[config.mk]
export PLATFORM = sky130hd
export DESIGN_NAME = jog_pd_joint_and_drive_mixer
export DESIGN_NICKNAME = d
export VERILOG_FILES = /design/src/sv/jpdm_pkg.sv /design/src/sv/jog_pd_joint_and_drive_mixer.sv /design/src/sv/jpdm_mul.sv
export VERILOG_INCLUDE_DIRS = /design/src /design/src/sv
export SDC_FILE = /design/constraint.sdc
export NUM_CORES = 2
export LEC_CHECK = 0
export BUFFER_PORTS_ARGS = -buffer_cell sky130_fd_sc_hd__buf_2
export CORE_UTILIZATION = 45
export DETAILED_ROUTE_END_ITERATION = 6
export PLACE_DENSITY = 0.63
export SYNTH_ARGS = -nofsm -noshare
export SYNTH_HDL_FRONTEND = slang
export SYNTH_SLANG_ARGS = --single-unit
[constraint.sdc]
create_clock -name clk -period 17 [get_ports clk]
set_input_delay 0.85 -clock clk [delete_from_list [all_inputs] [get_ports clk]]
set_output_delay 0.85 -clock clk [all_outputs]
set_load 0.01 [all_outputs]
[src/sv/assert_macros.svh]
// Assertion macros used by the top-level RTL file.
// No dependencies.
`ifndef ASSERT_MACROS_SVH
`define ASSERT_MACROS_SVH
// a implies b in the same cycle
`define ASSERT_IMPLY(label, clk, rst, a, b) \
  label: assert property (@(posedge clk) disable iff (rst) (a) |-> (b)) \
    else $error("assertion failed");
// a implies b in the next cycle
`define ASSERT_NEXT(label, clk, rst, a, b) \
  label: assert property (@(posedge clk) disable iff (rst) (a) |=> (b)) \
    else $error("assertion failed");
`endif

[src/sv/jpdm_pkg.sv]
// Package for the jogged PD joint and drive mixer: widths, codes, helpers.
// No dependencies.
`timescale 1ns / 1ps
`default_nettype none
package jpdm_pkg;
  localparam int ARM_JOINTS = 4;
  localparam int JOINTS = ARM_JOINTS + 1;
  localparam int MA_W = 25;
  localparam int MB_W = 21;
  localparam int MP_W = MA_W + MB_W;
  localparam int ACC_W = 66;

  localparam logic [2:0] REG_BASE_P = 3'd0;
  localparam logic [2:0] REG_BASE_D = 3'd1;
  localparam logic [2:0] REG_ARM_P = 3'd2;
  localparam logic [2:0] REG_ARM_D = 3'd3;
  localparam logic [2:0] REG_DEADBAND = 3'd4;
  localparam logic [2:0] REG_JOG_STEP = 3'd5;
  localparam logic [2:0] REG_TPS = 3'd6;
  localparam logic [2:0] REG_DRIVE = 3'd7;

  function automatic logic signed [31:0] sat32(input logic signed [ACC_W-1:0] v);
    if (v > ACC_W'(64'sd2147483647)) return 32'sh7fffffff;
    if (v < -ACC_W'(64'sd2147483648)) return 32'sh80000000;
    return v[31:0];
  endfunction
endpackage
`default_nettype wire

[src/sv/jog_pd_joint_and_drive_mixer.sv]
// Top level of the jogged PD joint controller and differential drive mixer.
// Depends on jpdm_pkg, jpdm_mul and assert_macros.svh.
//
// One input word is one control tick; it yields one output word of five
// torques and two wheel speeds. A small sequencer drives one shared
// 25x21 multiplier: each joint takes seven multiplies (jog step, two
// partial products of the velocity error, two of P and two of D), the
// drive mix two more. The result word is registered once the last multiply
// is done and the output register is free; only then does the sequencer
// go idle for the next tick. in_ready is low while a tick is being worked.
`timescale 1ns / 1ps
`default_nettype none
`include "assert_macros.svh"
module jog_pd_joint_and_drive_mixer import jpdm_pkg::*; (
  input  wire logic               clk,
  input  wire logic               rst,
  input  wire logic               cfg_valid,
  output logic                    cfg_ready,
  input  wire logic [7:0]         cfg_index,
  input  wire logic [31:0]        cfg_data,
  input  wire logic               in_valid,
  output logic                    in_ready,
  input  wire logic signed [31:0] base_angle,
  input  wire logic signed [31:0] arm_angle_fr,
  input  wire logic signed [31:0] arm_angle_fl,
  input  wire logic signed [31:0] arm_angle_rl,
  input  wire logic signed [31:0] arm_angle_rr,
  input  wire logic signed [15:0] axis_base,
  input  wire logic signed [15:0] axis_front_arms,
  input  wire logic signed [15:0] axis_rear_arms,
  input  wire logic signed [15:0] axis_forward,
  input  wire logic signed [15:0] axis_turn,
  output logic                    out_valid,
  input  wire logic               out_ready,
  output logic signed [31:0]      base_torque,
  output logic signed [31:0]      torque_fr,
  output logic signed [31:0]      torque_fl,
  output logic signed [31:0]      torque_rl,
  output logic signed [31:0]      torque_rr,
  output logic signed [31:0]      left_speed,
  output logic signed [31:0]      right_speed
);
  localparam logic [1:0] ST_IDLE = 2'd0;
  localparam logic [1:0] ST_RUN = 2'd1;
  localparam logic [1:0] ST_DONE = 2'd2;

  logic [23:0] base_p, base_d, arm_p, arm_d;
  logic [14:0] deadband;
  logic [15:0] jog_step, tps, drive;

  logic [1:0] st;
  logic [2:0] j, s;
  logic ph, first;

  logic signed [31:0] q [JOINTS];
  logic signed [31:0] refa [JOINTS];
  logic signed [31:0] prev [JOINTS];
  logic signed [31:0] trq [JOINTS];
  logic signed [16:0] ax_b, ax_f, ax_r, fwd, trn;
  logic signed [34:0] verr;
  logic signed [38:0] vel;
  logic signed [ACC_W-1:0] acc;
  logic signed [31:0] lsp, rsp;

  logic signed [MA_W-1:0] ma;
  logic signed [MB_W-1:0] mb;
  logic signed [MP_W-1:0] mp;

  logic [2:0] ji;
  logic signed [16:0] ax_j;
  logic [23:0] pg, dg;
  logic signed [32:0] ang;
  logic signed [17:0] mag;
  logic signed [ACC_W-1:0] prod_x, acc_next, shifted;
  logic signed [17:0] delta_next;

  assign cfg_ready = 1'b1;
  assign in_ready = (st == ST_IDLE);
  assign ji = (j < 3'(JOINTS)) ? j : 3'd0;

  always_comb begin
    case (j)
      3'd0: ax_j = ax_b;
      3'd1, 3'd2: ax_j = ax_f;
      default: ax_j = ax_r;
    endcase
    pg = (j == 3'd0) ? base_p : arm_p;
    dg = (j == 3'd0) ? base_d : arm_d;
    ang = 33'(refa[ji]) - 33'(q[ji]);
    mag = (ax_j < 0) ? -18'(ax_j) : 18'(ax_j);
    prod_x = ACC_W'(mp);
    ma = '0;
    mb = '0;
    if (j == 3'd5) begin
      ma = MA_W'({1'b0, drive});
      mb = (s == 3'd0) ? MB_W'(18'(fwd) + 18'(trn)) : MB_W'(18'(fwd) - 18'(trn));
    end else begin
      case (s)
        3'd0: begin ma = MA_W'({1'b0, jog_step}); mb = MB_W'(ax_j); end
        3'd1: begin ma = MA_W'({1'b0, tps}); mb = MB_W'({1'b0, verr[19:0]}); end
        3'd2: begin ma = MA_W'({1'b0, tps}); mb = MB_W'($signed(verr[34:20])); end
        3'd3: begin ma = MA_W'({1'b0, pg}); mb = MB_W'({1'b0, ang[19:0]}); end
        3'd4: begin ma = MA_W'({1'b0, pg}); mb = MB_W'($signed(ang[32:20])); end
        3'd5: begin ma = MA_W'({1'b0, dg}); mb = MB_W'({1'b0, vel[19:0]}); end
        default: begin ma = MA_W'({1'b0, dg}); mb = MB_W'($signed(vel[38:20])); end
      endcase
    end
    shifted = (s == 3'd2 || s == 3'd4 || s == 3'd6) ? (prod_x <<< 20) : prod_x;
    acc_next = ((s == 3'd1 || s == 3'd3) ? ACC_W'(0) : acc) + shifted;
    delta_next = (mag > 18'(deadband)) ? 18'(prod_x >>> 15) : 18'sd0;
  end

  jpdm_mul u_mul (.clk(clk), .a(ma), .b(mb), .p(mp));

  always_ff @(posedge clk) begin
    if (rst) begin
      base_p <= 24'd51200;
      base_d <= 24'd12800;
      arm_p <= 24'd12800;
      arm_d <= 24'd2560;
      deadband <= 15'd8192;
      jog_step <= 16'd131;
      tps <= 16'd1000;
      drive <= 16'd2560;
    end else if (cfg_valid) begin
      case (cfg_index)
        8'(REG_BASE_P): base_p <= cfg_data[23:0];
        8'(REG_BASE_D): base_d <= cfg_data[23:0];
        8'(REG_ARM_P): arm_p <= cfg_data[23:0];
        8'(REG_ARM_D): arm_d <= cfg_data[23:0];
        8'(REG_DEADBAND): deadband <= cfg_data[14:0];
        8'(REG_JOG_STEP): jog_step <= cfg_data[15:0];
        8'(REG_TPS): tps <= cfg_data[15:0];
        8'(REG_DRIVE): drive <= cfg_data[15:0];
        default: ;
      endcase
    end
  end

  always_ff @(posedge clk) begin
    if (rst) begin
      st <= ST_IDLE;
      j <= '0;
      s <= '0;
      ph <= 1'b0;
      first <= 1'b1;
      out_valid <= 1'b0;
      for (int i = 0; i < JOINTS; i++) begin
        refa[i] <= '0;
        prev[i] <= '0;
      end
    end else begin
      if (out_valid && out_ready && st != ST_DONE) out_valid <= 1'b0;
      case (st)
        ST_IDLE: begin
          if (in_valid) begin
            q[0] <= base_angle;
            q[1] <= arm_angle_fr;
            q[2] <= arm_angle_fl;
            q[3] <= arm_angle_rl;
            q[4] <= arm_angle_rr;
            ax_b <= 17'(axis_base);
            ax_f <= 17'(axis_front_arms);
            ax_r <= -17'(axis_rear_arms);
            fwd <= -17'(axis_forward);
            trn <= 17'(axis_turn);
            if (first) begin
              refa[0] <= base_angle; prev[0] <= base_angle;
              refa[1] <= arm_angle_fr; prev[1] <= arm_angle_fr;
              refa[2] <= arm_angle_fl; prev[2] <= arm_angle_fl;
              refa[3] <= arm_angle_rl; prev[3] <= arm_angle_rl;
              refa[4] <= arm_angle_rr; prev[4] <= arm_angle_rr;
            end
            first <= 1'b0;
            j <= '0;
            s <= '0;
            ph <= 1'b0;
            st <= ST_RUN;
          end
        end
        ST_RUN: begin
          ph <= ~ph;
          if (ph) begin
            acc <= acc_next;
            s <= s + 3'd1;
            if (j == 3'd5) begin
              if (s == 3'd0) lsp <= sat32(prod_x >>> 7);
              else begin
                rsp <= sat32(prod_x >>> 7);
                st <= ST_DONE;
              end
            end else begin
              case (s)
                3'd0: begin
                  refa[ji] <= sat32(ACC_W'(refa[ji]) + ACC_W'(delta_next));
                  verr <= 35'(delta_next) - (35'(q[ji]) - 35'(prev[ji]));
                end
                3'd2: begin
                  if (acc_next > ACC_W'(64'sd274877906943)) vel <= 39'sh3fffffffff;
                  else if (acc_next < -ACC_W'(64'sd274877906943))
                    vel <= -39'sh3fffffffff;
                  else vel <= acc_next[38:0];
                end
                3'd6: begin
                  trq[ji] <= sat32(acc_next >>> 8);
                  prev[ji] <= q[ji];
                  j <= j + 3'd1;
                  s <= '0;
                end
                default: ;
              endcase
            end
          end
        end
        ST_DONE: begin
          if (!out_valid || out_ready) begin
            out_valid <= 1'b1;
            base_torque <= trq[0];
            torque_fr <= trq[1];
            torque_fl <= trq[2];
            torque_rl <= trq[3];
            torque_rr <= trq[4];
            left_speed <= lsp;
            right_speed <= rsp;
            st <= ST_IDLE;
          end
        end
        default: st <= ST_IDLE;
      endcase
    end
  end

  `ASSERT_IMPLY(a_busy_not_ready, clk, rst, st != ST_IDLE, !in_ready)
  `ASSERT_NEXT(a_accept_runs, clk, rst, in_valid && in_ready, st == ST_RUN)
  `ASSERT_NEXT(a_out_held, clk, rst, out_valid && !out_ready, out_valid)
  `ASSERT_IMPLY(a_run_bounds, clk, rst, st == ST_RUN, j <= 3'd5 && s <= 3'd6)
endmodule
`default_nettype wire

[src/sv/jpdm_mul.sv]
// Shared registered signed multiplier, 25 by 21 bits.
// Depends on jpdm_pkg.
`timescale 1ns / 1ps
`default_nettype none
module jpdm_mul import jpdm_pkg::*; (
  input  wire logic                   clk,
  input  wire logic signed [MA_W-1:0] a,
  input  wire logic signed [MB_W-1:0] b,
  output logic signed [MP_W-1:0]      p
);
  always_ff @(posedge clk) begin
    p <= a * b;
  end
endmodule
`default_nettype wire
==> flow_summary.yaml <==
power:
  peakVddDrop_mv: 0.1355
  p_leak_nw: 37.20
  power_mw: 14.25
  powerDensity_nw_per_um2: 156.0
synth:
  synth_edf_count: 1149
  ys_top_cells_by_area: "edfxtp_1, fa_1, nand2_1"
  syn_area_sq_um: 81050
  synth-seq-cells: 1365
  ys_types: 89
  netlist.top_cell.by_area: "edfxtp_1"
  ys_seq_area_frac: 0.4791
  postSynthCellCount: 7735
  syn_avg_cell_area_sq_um: 10.48
  yosysWarnings: 0
  synthArstFlopShare: 0
  synth_ff_type: "edfxtp_1"
  yosysTopAreaCellShare: 0.4257
  syn_nets: 8863
placed_design:
  place_congestion: 0.9826
  port_buffers: 502
  postPlaceCellArea_sq_um: 86520
  post-dp-hpwl_microns: 193000
  place_worst_setup_slack_ps: 3278
global_routing:
  overflow: 0
  grt_first_pass_wirelength_microns: 388900
  grt_pass1_vias: 60860
  track_usage: 0.2881
  antenna_found_initial: 27
  grt_start_max_net_pins: 204
setup_path:
  cpMaxStageDelayCell: "inv_1"
  critPathCaptureType: "flop"
  critical_path.startpoint_type: "flop"
  worstReg2RegEnd: "u_mul.p[45]"
  crit_required_ps: 17700
  cp.buffers_inverters: 6
  cp.depth: 43
  r2r_start: "j[0]"
  reg2regPathDepth: 43
  crit_path_end: "u_mul.p[45]"
  cp_max_fo: 32
  crit_family: "adder cells"
  path_common_cell: "fa_1"
  critPathKind: "reg -> reg"
  cp.arrival_ps: 14600
  cp-startpoint: "j[0]"
  rrSetupSlack_ps: 3100
  max_stage_delay_ps: 760
status:
  status: "complete, but fails checks"
  violations: "design-rule violations"
flow_run:
  max-cap-violations: 0
clock_network:
  clkLatencyLatePin_ps: 840
  cts.hold.buffers_added: 0
  cts.repair.resized: 0
  clk_pin_slew_ps: 60
  cts_sinks: 1365
  cts_tree: "built"
  cts_buffers: 149
  cts_root_buf: "clkbuf_16"
  postCtsSetupRepairBufs: 0
  ctsHtreeMaxLevel: 4
  cts_max_path_buffers: 3
hold_path:
  min_path_type: "in -> reg"
  hold_path_depth: 1
  worstHoldStart: "axis_front_arms[12]"
timing:
  fin_crit_sh: 0.8174
  slew_violations: 0
  fin_ws_ps: 3104
  skew_ps: 50.66
  post-route-min-period_ps: 13900
  fin_setup_tns_ps: 0
  tightestPinTransition_ps: 1342
  rsz0062_at_grt: "false"
  hold_violations: 0
  setup_viol: 0
  slew_headroom: 0.1055
  fmax_ghz: 0.07196
drt:
  firstDrtPassIters: 7
  drc_errors: 6
  wirelength_microns: 264300
  wl_per_cell_microns: 24.82
  drt_iter0_drc: 6699
  vias: 62333
  vias_per_cell: 5.853
  ant_nets: 0
floorplan:
  die-area_sq_um: 181800
  initial_core_util: 0.4537
  dieWidth_microns: 426.4
  coreArea_sq_um: 178600
  pin_count: 512
  num_rows: 155
  die_h_microns: 426.4
final_layout:
  final_common_cell: "nand2_1"
  drive_gt1_frac: 0.1179
  mostFrequentLayoutCells: "nand2_1, edfxtp_1, inv_1"
  utilization: 0.5113
  area.growth.synth_to_final_pct: 12.69
  design_area_sq_um: 91330
  n_fill_cell: 15976
  fin_nets: 9302
==> area by class of cell <==
type | instances | area [sq um] | share of cell area
Sequential cell | 1365 | 38830 | 0.4251
Multi-Input combinational cell | 5300 | 38360 | 0.4200
Clock buffer | 190 | 4038 | 0.04421
Timing Repair Buffer | 669 | 3806 | 0.04168
Tap cell | 2355 | 2947 | 0.03226
Inverter | 689 | 2586 | 0.02832
Clock inverter | 75 | 750.7 | 0.008220
Antenna cell | 6 | 15.01 | 0.0001644
==> cells in the mapped netlist (151+ instances only) <==
master,n
clkbuf_1,334
inv_1,687
ha_1,391
fa_1,452
nand2_1,1329
edfxtp_1,1149
nor2_1,370
a22oi_1,175
a21o_1,151
o21ai_0,470
dfxtp_1,216
a21oi_1,526
and2_1,160
==> worst min-delay path by stage <==
stage	slack, ps	end
global route	160	ax_b[13]
detailed placement	400	base_torque[0]
CTS	130	ax_f[12]
floorplan	400	base_torque[0]
global placement	400	torque_rr[17]
finish	190	ax_f[12]
==> where the power goes <==
part           leakage (nW)  switching (mW)  internal, mW
combinational          22.2            4.45          2.35
sequential             12.6           0.165          4.07
clock                  2.32            1.42          1.79
total                  37.2            6.03          8.21
==> layer usage <==
layer / GRT usage / share of wire / up-vias
li1: - / - / 27932
met1: 0.3945 / 0.42 / 30724
met2: 0.4509 / 0.45 / 3105
met3: 0.05801 / 0.096 / 550
met4: 0.1084 / 0.039 / 22
met5: 0.001852 / 0.00064 / -
==> per-stage QoR <==
step           hold WS [ps]  instances
3_5_place_dp          404.5      10378
6_report              189.0      10649
4_1_cts               133.9      10643
2_1_floorplan         400.3       7735
3_3_place_gp          401.3      10378
5_1_grt               159.8      10644
==> registers in the layout, summed over array words and instances, names as in the netlist, 34 cells and up <==
name and cells:
verr 34, vel 39, trq 160, u_mul.p 46, refa 160, acc 66
prev 160, q 160
==> kinds of logic after synthesis <==
logic type	Yosys count	share of synthesized area
compound gates	1782	0.1372
xor+xnor	223	0.02410
fa+ha+maj	843	0.1720
buf+inv	1070	0.05068
flops	1365	0.4791
mux	35	0.004786
other cells	1	0.00004627
simple gates	2416	0.1321
Note: power is estimated with default switching activity, not from simulation.
